`src/rtl/sfs_pkg.sv`:
```
// Shared types, codes and frame functions of the SPI CRC-8 register frame sequencer.
// Used by the request/result interfaces, the frame builder and the top level.
// Depends on nothing.
package sfs_pkg;

    localparam int UNLOCK_LEN = 6;
    localparam int UNLOCK_IDX_W = $clog2(UNLOCK_LEN);

    localparam logic [7:0] CRC_INIT = 8'hFF;
    localparam logic [7:0] CRC_POLY = 8'h1D;
    localparam logic [7:0] CRC_XOROUT = 8'hFF;

    localparam logic [1:0] WRITE_MARKER_RESET = 2'd2;
    localparam logic [5:0] BANK_SEL_ADDR_RESET = 6'd31;

    // Configuration register indexes.
    typedef enum logic [0:0] {
        REG_WRITE_MARKER  = 1'b0,
        REG_BANK_SEL_ADDR = 1'b1
    } reg_idx_t;

    typedef enum logic [1:0] {
        ACT_WRITE     = 2'd0,
        ACT_READ      = 2'd1,
        ACT_CHECK     = 2'd2,
        ACT_DEV_RESET = 2'd3
    } act_t;

    typedef enum logic [2:0] {
        PH_IDLE,
        PH_UNLOCK,
        PH_BANK,
        PH_ACCESS,
        PH_CLOCKOUT,
        PH_RESPONSE
    } phase_t;

    typedef struct packed {
        logic [1:0]  action;
        logic [5:0]  reg_address;
        logic [15:0] bank_code;
        logic        force_bank;
        logic [15:0] write_value;
        logic [31:0] rx_frame;
    } req_t;

    typedef struct packed {
        logic [31:0] tx_frame;
        logic        tx_valid;
        logic [15:0] rx_data;
        logic        crc_ok;
        logic        last;
    } rsp_t;

    // What the frame builder needs to know about the request in progress.
    typedef struct packed {
        logic        is_read;
        logic        need_bank;
        logic [5:0]  reg_address;
        logic [15:0] bank_code;
        logic [15:0] write_value;
        logic [31:0] rx_frame;
    } job_t;

    typedef struct packed {
        logic [1:0] write_marker;
        logic [5:0] bank_sel_addr;
    } cfg_t;

    // CRC-8 over 24 bits, data shifted in at bit 0 as the device computes it.
    // The loop is a linear map, so it reduces to a shallow XOR network.
    function automatic logic [7:0] crc8_24(input logic [23:0] bits);
        logic [7:0] c;
        logic       top;
        c = CRC_INIT;
        for (int i = 23; i >= 0; i--) begin
            top = c[7];
            c = {c[6:0], bits[i]};
            if (top) begin
                c = c ^ CRC_POLY;
            end
        end
        return c ^ CRC_XOROUT;
    endfunction

    function automatic logic [31:0] make_frame(input logic [7:0] addr_byte,
                                               input logic [15:0] value);
        return {addr_byte, value, crc8_24({addr_byte, value})};
    endfunction

    function automatic logic [31:0] unlock_frame(input logic [UNLOCK_IDX_W-1:0] idx);
        logic [31:0] f;
        unique case (idx)
            3'd0:    f = 32'hE400_0288;
            3'd1:    f = 32'hE400_018B;
            3'd2:    f = 32'hE400_048E;
            3'd3:    f = 32'hE403_00AD;
            3'd4:    f = 32'hE401_8017;
            3'd5:    f = 32'hE402_8030;
            default: f = 32'h0000_0000;
        endcase
        return f;
    endfunction

endpackage

```
`src/rtl/sfs_req_if.sv`:
```
// Request channel of the frame sequencer: valid/ready handshake with a req_t payload.
// Depends on sfs_pkg.
interface sfs_req_if import sfs_pkg::*; ();
    logic valid;
    logic ready;
    req_t data;

    modport source (output valid, output data, input ready);
    modport sink (input valid, input data, output ready);
endinterface

```
`src/rtl/sfs_rsp_if.sv`:
```
// Result channel of the frame sequencer: valid/ready handshake with an rsp_t payload.
// Depends on sfs_pkg.
interface sfs_rsp_if import sfs_pkg::*; ();
    logic valid;
    logic ready;
    rsp_t data;

    modport source (output valid, output data, input ready);
    modport sink (input valid, input data, output ready);
endinterface

```
`src/rtl/spi_crc8_register_frame_sequencer_top.sv`:
```
// Top level of the SPI CRC-8 register frame sequencer.
// Depends on sfs_pkg, sfs_req_if, sfs_rsp_if and sfs_frame_builder.
//
// The block turns register access requests into 32-bit SPI frames with a
// trailing CRC-8 (polynomial 0x1D, init and final xor 0xFF).
// Requests arrive on the req channel and results leave on the rsp channel;
// both use a valid/ready handshake. A write request yields an optional
// six-frame unlock run (first access after a device reset), an optional
// bank-select frame and the access frame. A read request adds an all-zero
// clock-out frame. A response check request yields one result with the
// received data and a CRC verdict. A device reset request yields nothing.
// The last result of each request carries last = 1.
// One result leaves per cycle while the receiver takes them, and a request
// yields 1 to 9 results, 2 for a typical read. A device reset request is
// done as soon as it is accepted. The sequence step register and the
// result register set this rate. The accepted request sets the sequence
// step register, from which the first result is loaded into the result
// register, and the next request is taken in the same cycle as the previous
// one's last result moves into the result register, so runs follow back to
// back.
// When the receiver holds ready low the result register keeps its content
// and the sequencer waits; the request side then stalls once its step is
// done. Reset clears the unlock and known-bank state and the configuration
// registers return to write marker 2 and bank select address 31.
// Configuration is written over the APB port at byte addresses 0 and 4.
module spi_crc8_register_frame_sequencer_top import sfs_pkg::*;
(
    input  logic        clk,
    input  logic        rst_n,
    sfs_req_if.sink     req,
    sfs_rsp_if.source   rsp,
    input  logic        psel,
    input  logic        penable,
    input  logic        pwrite,
    input  logic [2:0]  paddr,
    input  logic [31:0] pwdata,
    output logic [31:0] prdata,
    output logic        pready
);

    // Configuration registers.
    cfg_t cfg_reg;

    // Device state as seen by the request stream.
    logic        unlock_done_reg;
    logic        bank_known_reg;
    logic [15:0] current_bank_reg;

    // Sequencer for the request in progress.
    phase_t                  phase_reg;
    phase_t                  phase_next;
    phase_t                  step_phase;
    phase_t                  start_phase;
    logic [UNLOCK_IDX_W-1:0] unlock_idx_reg;
    job_t                    job_reg;
    logic                    step_last;

    // Result register.
    logic rsp_valid_reg;
    rsp_t rsp_data_reg;
    rsp_t step_result;

    logic    out_load;
    logic    advance;
    logic    accept;
    logic    need_bank;
    logic    is_access;
    logic    cfg_write;
    logic    cfg_idx;

    // APB port: always ready, written in the access phase.
    assign pready = 1'b1;
    assign cfg_write = psel && penable && pwrite;
    assign cfg_idx = paddr[2];

    always_comb
    begin
        unique case (reg_idx_t'(cfg_idx))
            REG_WRITE_MARKER:  prdata = {30'd0, cfg_reg.write_marker};
            REG_BANK_SEL_ADDR: prdata = {26'd0, cfg_reg.bank_sel_addr};
            default:           prdata = 32'd0;
        endcase
    end

    always_ff @(posedge clk or negedge rst_n)
    begin
        if (!rst_n)
        begin
            cfg_reg.write_marker <= WRITE_MARKER_RESET;
            cfg_reg.bank_sel_addr <= BANK_SEL_ADDR_RESET;
        end
        else if (cfg_write)
        begin
            unique case (reg_idx_t'(cfg_idx))
                REG_WRITE_MARKER:  cfg_reg.write_marker <= pwdata[1:0];
                REG_BANK_SEL_ADDR: cfg_reg.bank_sel_addr <= pwdata[5:0];
                default:           cfg_reg <= cfg_reg;
            endcase
        end
    end

    // Handshake. The result register takes a new result whenever it is empty
    // or its content is being taken in this cycle.
    assign out_load = !rsp_valid_reg || rsp.ready;
    assign advance = (phase_reg != PH_IDLE) && out_load;
    assign req.ready = (phase_reg == PH_IDLE) || (advance && step_last);
    assign accept = req.valid && req.ready;

    // Decisions on the incoming request, taken against the state it finds.
    assign is_access = (req.data.action == ACT_WRITE) || (req.data.action == ACT_READ);
    assign need_bank = !bank_known_reg || (req.data.bank_code != current_bank_reg) ||
                       req.data.force_bank;

    always_comb
    begin
        if (req.data.action == ACT_CHECK)
        begin
            start_phase = PH_RESPONSE;
        end
        else if (req.data.action == ACT_DEV_RESET)
        begin
            start_phase = PH_IDLE;
        end
        else if (!unlock_done_reg)
        begin
            start_phase = PH_UNLOCK;
        end
        else if (need_bank)
        begin
            start_phase = PH_BANK;
        end
        else
        begin
            start_phase = PH_ACCESS;
        end
    end

    // Step that follows the current one, and whether the current one ends the run.
    always_comb
    begin
        step_phase = phase_reg;
        step_last = 1'b0;
        unique case (phase_reg)
            PH_IDLE:
            begin
                step_phase = PH_IDLE;
            end
            PH_UNLOCK:
            begin
                if (unlock_idx_reg == UNLOCK_IDX_W'(UNLOCK_LEN - 1))
                begin
                    step_phase = job_reg.need_bank ? PH_BANK : PH_ACCESS;
                end
            end
            PH_BANK:
            begin
                step_phase = PH_ACCESS;
            end
            PH_ACCESS:
            begin
                if (job_reg.is_read)
                begin
                    step_phase = PH_CLOCKOUT;
                end
                else
                begin
                    step_last = 1'b1;
                end
            end
            PH_CLOCKOUT:
            begin
                step_last = 1'b1;
            end
            PH_RESPONSE:
            begin
                step_last = 1'b1;
            end
            default:
            begin
                step_phase = PH_IDLE;
            end
        endcase
    end

    // Next state of the sequencer.
    always_comb
    begin
        phase_next = phase_reg;
        if (advance)
        begin
            phase_next = step_last ? PH_IDLE : step_phase;
        end
        if (accept)
        begin
            phase_next = start_phase;
        end
    end

    always_ff @(posedge clk or negedge rst_n)
    begin
        if (!rst_n)
        begin
            phase_reg <= PH_IDLE;
            unlock_idx_reg <= '0;
        end
        else
        begin
            phase_reg <= phase_next;
            if (accept)
            begin
                unlock_idx_reg <= '0;
            end
            else if (advance && (phase_reg == PH_UNLOCK))
            begin
                unlock_idx_reg <= unlock_idx_reg + 1'b1;
            end
        end
    end

    // Request payload held for the length of its run.
    always_ff @(posedge clk)
    begin
        if (accept)
        begin
            job_reg.is_read <= (req.data.action == ACT_READ);
            job_reg.need_bank <= need_bank;
            job_reg.reg_address <= req.data.reg_address;
            job_reg.bank_code <= req.data.bank_code;
            job_reg.write_value <= req.data.write_value;
            job_reg.rx_frame <= req.data.rx_frame;
        end
    end

    // Device state moves on as each request is accepted, so the next request
    // sees it at once.
    always_ff @(posedge clk or negedge rst_n)
    begin
        if (!rst_n)
        begin
            unlock_done_reg <= 1'b0;
            bank_known_reg <= 1'b0;
            current_bank_reg <= 16'd0;
        end
        else if (accept)
        begin
            if (req.data.action == ACT_DEV_RESET)
            begin
                unlock_done_reg <= 1'b0;
            end
            else if (is_access)
            begin
                unlock_done_reg <= 1'b1;
                bank_known_reg <= 1'b1;
                current_bank_reg <= req.data.bank_code;
            end
        end
    end

    sfs_frame_builder u_builder (
        .phase      (phase_reg),
        .unlock_idx (unlock_idx_reg),
        .job        (job_reg),
        .cfg        (cfg_reg),
        .last       (step_last),
        .result     (step_result)
    );

    // Result register.
    always_ff @(posedge clk or negedge rst_n)
    begin
        if (!rst_n)
        begin
            rsp_valid_reg <= 1'b0;
        end
        else if (out_load)
        begin
            rsp_valid_reg <= advance;
        end
    end

    always_ff @(posedge clk)
    begin
        if (advance)
        begin
            rsp_data_reg <= step_result;
        end
    end

    assign rsp.valid = rsp_valid_reg;
    assign rsp.data = rsp_data_reg;

endmodule

```
`src/rtl/sfs_frame_builder.sv`:
```
// Result builder: turns the current sequence step of a request into one result.
// Depends on sfs_pkg (frame and CRC functions, types).
module sfs_frame_builder import sfs_pkg::*;
(
    input  phase_t                  phase,
    input  logic [UNLOCK_IDX_W-1:0] unlock_idx,
    input  job_t                    job,
    input  cfg_t                    cfg,
    input  logic                    last,
    output rsp_t                    result
);

    always_comb
    begin
        result = '0;
        result.last = last;
        unique case (phase)
            PH_UNLOCK:
            begin
                result.tx_frame = unlock_frame(unlock_idx);
                result.tx_valid = 1'b1;
            end
            PH_BANK:
            begin
                result.tx_frame = make_frame({cfg.bank_sel_addr, cfg.write_marker},
                                             job.bank_code);
                result.tx_valid = 1'b1;
            end
            PH_ACCESS:
            begin
                if (job.is_read)
                begin
                    result.tx_frame = make_frame({job.reg_address, 2'b00}, 16'h0000);
                end
                else
                begin
                    result.tx_frame = make_frame({job.reg_address, cfg.write_marker},
                                                 job.write_value);
                end
                result.tx_valid = 1'b1;
            end
            PH_CLOCKOUT:
            begin
                // All-zero frame that clocks the read data out of the device.
                result.tx_valid = 1'b1;
            end
            PH_RESPONSE:
            begin
                result.rx_data = job.rx_frame[23:8];
                result.crc_ok = (crc8_24(job.rx_frame[31:8]) == job.rx_frame[7:0]);
            end
            default:
            begin
                result.tx_valid = 1'b0;
            end
        endcase
    end

endmodule
```
`src/flat_wrapper.sv`:
```
// flat-port wrapper written by rule: the top's interface ports become plain ports
module spi_crc8_register_frame_sequencer_top_flat import sfs_pkg::*;
  (clk, rst_n, psel, penable, pwrite, paddr, pwdata, prdata, pready, req_valid, req_data, req_ready, rsp_valid, rsp_data, rsp_ready);
  sfs_req_if req_i ();
  sfs_rsp_if rsp_i ();
  input  logic clk;
  input  logic rst_n;
  input  logic psel;
  input  logic penable;
  input  logic pwrite;
  input  logic [2:0] paddr;
  input  logic [31:0] pwdata;
  output logic [31:0] prdata;
  output logic pready;
  input wire logic [$bits(req_i.valid)-1:0] req_valid;
  input wire logic [$bits(req_i.data)-1:0] req_data;
  output wire logic [$bits(req_i.ready)-1:0] req_ready;
  output wire logic [$bits(rsp_i.valid)-1:0] rsp_valid;
  output wire logic [$bits(rsp_i.data)-1:0] rsp_data;
  input wire logic [$bits(rsp_i.ready)-1:0] rsp_ready;
  assign req_i.valid = req_valid;
  assign req_i.data = req_data;
  assign req_ready = req_i.ready;
  assign rsp_valid = rsp_i.valid;
  assign rsp_data = rsp_i.data;
  assign rsp_i.ready = rsp_ready;
  spi_crc8_register_frame_sequencer_top u_core (.clk(clk), .rst_n(rst_n), .req(req_i), .rsp(rsp_i), .psel(psel), .penable(penable), .pwrite(pwrite), .paddr(paddr), .pwdata(pwdata), .prdata(prdata), .pready(pready));
endmodule
```
`config.mk`:
```
export PLATFORM = sky130hd
export DESIGN_NAME = spi_crc8_register_frame_sequencer_top_flat
export DESIGN_NICKNAME = d
export VERILOG_FILES = /design/src/rtl/sfs_pkg.sv /design/src/rtl/sfs_req_if.sv /design/src/rtl/sfs_rsp_if.sv /design/src/rtl/spi_crc8_register_frame_sequencer_top.sv /design/src/rtl/sfs_frame_builder.sv /design/src/flat_wrapper.sv
export SDC_FILE = /design/constraint.sdc
export NUM_CORES = 1
export LEC_CHECK = 0
export BUFFER_PORTS_ARGS = -buffer_cell sky130_fd_sc_hd__buf_2
export CAP_MARGIN = 20
export CORE_MARGIN = 1
export CORE_UTILIZATION = 54
export CTS_CLUSTER_SIZE = 10
export DETAILED_ROUTE_END_ITERATION = 8
export MAX_ROUTING_LAYER = met4
export PLACE_DENSITY = 0.79
export SYNTH_ARGS = -nofsm -noshare
export SYNTH_HDL_FRONTEND = slang
export SYNTH_SLANG_ARGS = --single-unit
```
`constraint.sdc`:
```
create_clock -name clk -period 5.4 [get_ports clk]
set_clock_uncertainty 0.1 [all_clocks]
set_input_delay 0.81 -clock clk [delete_from_list [all_inputs] [get_ports clk]]
set_output_delay 0.81 -clock clk [all_outputs]
set_load 0.02 [all_outputs]
```
Yosys cells after proc, flatten, opt, wreduce, memory -nomap -nowiden
Index checks and enable logic that the tools add are counted.
Word-level totals
  logic and storage cells: 424
  bits in registers: 156
  output and inout bits: 86
  bits of input ports: 115
Cells by class
  bitwise operators: 101
  $add $sub $neg: 1
  mux-type cells: 258
  reduce and logical (&&, ||, !) cells: 27
  equality and inequality tests: 18
Operators by type and width (count)
  $mux W8: 144
  $mux W5: 92
  $not A4 Y4: 95
  $pmux W32 S6: 1
  $pmux W32 S3: 1
  $pmux W32 S2: 1
  $not A8 Y8: 4
  $mux W3: 10
  $mux W26: 1
  $ne A16 B16 Y1: 1
  $eq A3 B2 Y1 const B: 4
  $eq A3 B3 Y1 const B: 4
  $pmux W3 S4: 1
  $eq A8 B8 Y1: 1
  $ne A4 B1 Y1 const B: 2
  $eq A3 B1 Y1 const B: 2
  $logic_and A1 B1 Y1: 6
  $logic_not A3 Y1: 2
  $mux W1: 6
  $reduce_and A2 Y1: 3
  $reduce_bool A2 Y1: 3
  $logic_or A1 B1 Y1: 5
  $eq A2 B2 Y1 const B: 2
  $reduce_and A4 Y1: 1
  11 further kinds: 13

Depth between registers and ports, before layout
  depth in word-level cells: 98
  depth in mapped cells: 11
  mapped depth without buffers: 9

Modules after synthesis
A second synthesis with hierarchy kept.
Unflattened totals
  cell total of the unflattened synthesis: 569
  area, all modules: 7943.9 um^2
By module, submodules not included
  spi_crc8_register_frame_sequencer_top: instances 1, seq. area each 4526.8 um^2, cells each 301, area an instance 5635.4 um^2
  sfs_frame_builder: instances 1, seq. area each 0.0 um^2, cells each 268, area an instance 2308.5 um^2

Worst setup path before layout
OpenSTA, ideal clock, no wires.
  path kind: flip-flop to flip-flop
  start point: reg u_core.phase_reg[2]
  end point: reg u_core.current_bank_reg[10]
  data required time: 5175 ps
  setup time: 125 ps
  period minus slack after synthesis: 4152 ps
  stages on the path, launching flop included: 11
  path slack: 1248 ps
  path buffers: 2
  arrival: 3927 ps
  cells stage by stage: dfrtp_1 > nand3b_1 > nor2_1 > nand2_1 > nand2_1 > nand2_1 > inv_1 > nor2b_1 > buf_2 > buf_2 > mux2_2
Between the ends
  word-level cells in the longest chain between the ends: 7
  elaborated cells on any way between the ends: 12
  those cells by class: 3 x eq/ne; 1 x mux; 8 x reduce/logical
RTL lines
  from (decl): line spi_crc8_register_frame_sequencer_top.sv:50  | phase_t phase_reg;
  from (signal assigned): line spi_crc8_register_frame_sequencer_top.sv:208  | phase_reg <= phase_next;
  $eq A3 B3 Y1: line spi_crc8_register_frame_sequencer_top.sv:143  | unique case (phase_reg)
  $reduce_or A2 Y1 (no source line)
  $pmux W1 S2: line spi_crc8_register_frame_sequencer_top.sv:143
  $logic_and A1 B1 Y1: line spi_crc8_register_frame_sequencer_top.sv:106  | assign req.ready = (phase_reg == PH_IDLE) || (advance && step_last);
  $logic_or A1 B1 Y1 (*): line spi_crc8_register_frame_sequencer_top.sv:106
  via req_ready: line flat_wrapper.sv:17  | output wire logic [$bits(req_i.ready)-1:0] req_ready;
  $logic_and A1 B1 Y1 (*): line spi_crc8_register_frame_sequencer_top.sv:107  | assign accept = req.valid && req.ready;
  via u_core.accept: line spi_crc8_register_frame_sequencer_top.sv:65  | logic accept;
  $reduce_and A3 Y1 (no source line) (*)
  to (signal assigned): line spi_crc8_register_frame_sequencer_top.sv:254  | current_bank_reg <= req.data.bank_code;
  to (decl): line spi_crc8_register_frame_sequencer_top.sv:47  | logic [15:0] current_bank_reg;
The timed path passes the listed nets; every way through them passes the cells marked *.
A chain may end at the register's enable or synchronous reset.

Worst setup path after layout
  start point: reg u_core.job_reg[24] in the netlist's numbering
  end point: reg u_core.rsp_data_reg, in the netlist u_core.rsp.data[1] (data pin)
Between the ends
  word-level cells in the longest chain between the ends: 38
  elaborated cells on any way between the ends: 45
  those cells by class: 1 x eq/ne; 31 x mux; 13 x bitwise
RTL lines
  from (decl): line spi_crc8_register_frame_sequencer_top.sv:55  | job_t job_reg;
  $not A4 Y4 (no source line)
  $mux W5 (*): line sfs_pkg.sv:79  | if (top) begin
  $mux W8 (*): line sfs_frame_builder.sv:17  | unique case (phase)
  $mux W5 (*): line sfs_pkg.sv:79
  $mux W8 (*): line sfs_frame_builder.sv:17
  $not A4 Y4 (no source line)
  $mux W5 (*): line sfs_pkg.sv:79
  $mux W8 (*): line sfs_frame_builder.sv:17
  (+22 left out)
  $not A4 Y4 (no source line)
  $mux W5: line sfs_pkg.sv:79
  $mux W8 (*): line sfs_frame_builder.sv:17
  $not A4 Y4 (no source line)
  $mux W5: line sfs_pkg.sv:79
  $mux W8 (*): line sfs_frame_builder.sv:17
  $not A8 Y8 (no source line) (*)
  $eq A8 B8 Y1 (*): line sfs_frame_builder.sv:50  | result.crc_ok = (crc8_24(job.rx_frame[31:8]) == job.rx_frame[7:0]);
  to (signal assigned): line spi_crc8_register_frame_sequencer_top.sv:285  | rsp_data_reg <= step_result;
  to (decl): line spi_crc8_register_frame_sequencer_top.sv:60  | rsp_t rsp_data_reg;
Mark *: on every way between the ends. The rest lies on a longest branch, timed or not. The select of a mux whose other input is x is not followed.

==> flow_metrics.py <==
metrics = {
    "sta": {
        "period_needed_ns": 3.16,
        "max_slew.worst_pin.slew_ns": 0.990,
        "layout_setup_ws_ns": 2.24,
        "timing_hold_violations_final": 0,
        "post-route-period-util_pct": 58.6,
        "number_of_slew_limit_violations_in_the_final_report": 0,
        "slew_headroom_pct": 33.7,
        "fin_tns_setup_ns": 0,
        "fmax_mhz": 316,
        "grt_setup_unrepaired": "false",
        "finalSetupViolations": 0,
    },
    "route": {
        "antenna_left": 0,
        "dr.first_iter.drc_count": 372,
        "drt_drc_violations_left": 0,
        "drt_pre_antenna_iters": 5,
        "vias_per_instance": 5.37,
        "total_detailed_routing_wirelength_um": 17300,
        "detailroute.via_count": 5073,
        "wire_per_inst_um": 18.3,
    },
    "layout": {
        "layout-drive-gt1-share_pct": 28.9,
        "max_reg_flops": 72,
        "antenna_cells": 0,
        "finish.utilization_pct": 64.8,
        "flow.area_growth_from_synthesis_pct": 17.6,
        "finalNonFillerCells": 944,
        "finish.net_count": 867,
        "layout.filler_cells": 1103,
    },
    "setup_path": {
        "cp-end-kind": "flop",
        "cp-start-kind": "flop",
        "cp_data_arrival_time_ns": 3.29,
        "critPathRequiredTime_ns": 5.53,
        "critical_path_peak_fanout": 4,
        "criticalPathCategory": "reg2reg",
    },
    "global_route": {
        "antenna_found_initial": 0,
        "grt-ovfl-total": 0,
        "gr-usage-all-layers_pct": 24.6,
        "pin_count_of_the_biggest_net_entering_global_routing": 45,
        "vias_in_the_first_global_route": 5009,
        "grt_first_pass_wirelength_um": 26300,
    },
    "power": {
        "power.density_nw_per_um2": 716,
        "vdd_drop_max_v": 0.000333,
        "p_leak_nw": 3.73,
        "totalPowerFinal_mw": 6.72,
    },
    "synthesis": {
        "synth-edff-count": 123,
        "asyncSetResetFlopFracSynth_pct": 21.2,
        "most_used_standard_cell_by_instance_count_after_synthesis": "sky130_fd_sc_hd__xnor2_1",
        "yosysTopAreaCell": "sky130_fd_sc_hd__edfxtp_1",
        "synthesis.area_um2": 7980,
        "synth.ff_latch_count": 156,
        "synth_top_cells_by_count": "127 x sky130_fd_sc_hd__xnor2_1, 123 x sky130_fd_sc_hd__edfxtp_1, 33 x sky130_fd_sc_hd__nand2_1",
        "post_synth_top_flop": "sky130_fd_sc_hd__edfxtp_1",
        "synth.lib_cells_used.distinct": 51,
        "yosysWarnings": 0,
        "seq_area_frac_synth_pct": 56.7,
        "syn_avg_cell_area_um2": 13.3,
        "ys_top_cells_by_area": "sky130_fd_sc_hd__edfxtp_1 46%, sky130_fd_sc_hd__xnor2_1 14%, sky130_fd_sc_hd__dfrtp_1 8.5%, sky130_fd_sc_hd__mux2_2 3.8%, sky130_fd_sc_hd__xor2_1 3.1%",
        "post_synth_inst_count": 601,
        "synth.top_cell.area_share_pct": 46.3,
    },
    "clock_network": {
        "cts_made_buffers": 17,
        "cts.sink_count": 156,
        "clock_path_buffers": 2,
        "tritoncts_clock_tree": "built",
        "cts_resized": 0,
        "worst_setup_hold_path_clk_slew_ns": 0.06,
        "postCtsSetupRepairBufs": 0,
        "cts.htree.levels": 4,
        "clock_latency_ns": 0.42,
        "cts_hold_repair.buffers": 0,
        "cts.root.buffer_cell": "sky130_fd_sc_hd__clkbuf_16",
    },
    "placed_design": {
        "io_buffer_count": 145,
        "pre_cts_ws_ns": 2.26,
        "place_inst": 912,
        "gp_congestion": 0.934,
        "hpwl_um": 12700,
    },
    "job": {
        "maxCapViolations": 0,
    },
    "floorplan": {
        "fp.dieArea_um2": 15300,
        "initial_utilization_pct": 55.1,
        "rows": 44,
        "core_region_area_um2": 14500,
        "die_w_um": 124,
        "dieHeight_um": 124,
        "num_io_pins": 201,
    },
    "min_path": {
        "holdCritPathClass": "in2async",
    },
    "run_status": {
        "run_status": "finished, final reports clean",
    },
}
-- worst max-delay path: stages (launching register included) --
cell and delay (ns):
sky130_fd_sc_hd__edfxtp_1 0.44, sky130_fd_sc_hd__xnor2_1 0.56, sky130_fd_sc_hd__xnor3_2 0.51, sky130_fd_sc_hd__xor2_1 0.20, sky130_fd_sc_hd__or3_1 0.40, sky130_fd_sc_hd__a211oi_1 0.30
sky130_fd_sc_hd__a311oi_1 0.10, sky130_fd_sc_hd__a2111oi_2 0.36
-- where the power goes --
group / switching [mW] / internal [mW]
Clock: 0.454 / 0.702
Combinational: 1.88 / 1.49
Sequential: 0.324 / 1.88
Total: 2.66 / 4.06
-- metrics by stage --
stage / hold WS [ns] / instance area, um^2
after floorplan: 0.340 / 8080
after global placement: 0.356 / 8800
after detailed placement: 0.359 / 8800
after CTS: 0.369 / 9390
after global routing: 0.392 / 9390
final: 0.361 / 9390
-- cell families (layout without fill, tap and decap cells) --
| kind of cell | after synthesis | in the layout | share of synthesized area, % |
|---|---|---|---|
| AO/OA/AOI/OAI | 72 | 72 | 6.44 |
| XOR/XNOR | 168 | 168 | 20.7 |
| adder cells (fa/ha/maj) | 5 | 5 | 0.784 |
| buffers and inverters | 54 | 188 | 3.84 |
| flip-flops | 156 | 156 | 56.7 |
| multiplexers | 30 | 30 | 4.18 |
| other | 2 | 27 | 0.0941 |
| AND/OR/NAND/NOR | 114 | 114 | 7.21 |
-- area by class of cell --
type,count,area (um^2),area share (%)
flip-flops and latches,156,4530,48.2
inverters,6,22.5,0.240
multi-input cells,416,3260,34.7
repair buffers,150,763,8.13
well taps,184,230,2.45
clock buffers,24,504,5.37
clock inverters,8,81.3,0.867
-- worst paths after layout --
check                           slack [ns]  cells after the start                              start                                      end
worst max-delay path                  2.24                      7       u_core.job_reg[24]$_DFFE_PP_         u_core.rsp.data[1]$_SDFFCE_PN0P_
worst min-delay path                  0.36                      1                              rst_n       u_core.unlock_done_reg$_DFFE_PN0P_
worst max register to register        2.24                      7       u_core.job_reg[24]$_DFFE_PP_         u_core.rsp.data[1]$_SDFFCE_PN0P_
worst min register to register        0.38                      1  u_core.bank_known_reg$_DFFE_PN0P_        u_core.bank_known_reg$_DFFE_PN0P_
max in group asynchronous             4.36                      1                              rst_n  u_core.current_bank_reg[14]$_DFFE_PN0P_
min in group clk                      0.38                      1  u_core.bank_known_reg$_DFFE_PN0P_        u_core.bank_known_reg$_DFFE_PN0P_
-- layer usage --
layer	vias to the layer above	global-route usage [%]	wire length (um)
li1	2374	-	-
met1	2482	30.8	7350
met2	194	39.8	8590
met3	23	5.17	1090
met4	0	8.58	246
met5	-	-	0
-- cells in the final DEF (no fill, tap or decap), drive strengths merged, types with 4 or more instances in the layout --
master,instances
a211oi,4
a21oi,11
a221o,5
a22o,13
a22oi,4
and2,25
buf,150
clkbuf,24
clkinv,5
conb,27
dfrtp,27
dfstp,6
edfxtp,123
ha,5
inv,6
mux2,27
nand2,33
nand3,8
nand4,5
nor2,19
nor2b,6
o211ai,4
o21ai,16
xnor2,127
xnor3,10
xor2,28
Note: power is estimated with default switching activity, not from simulation.
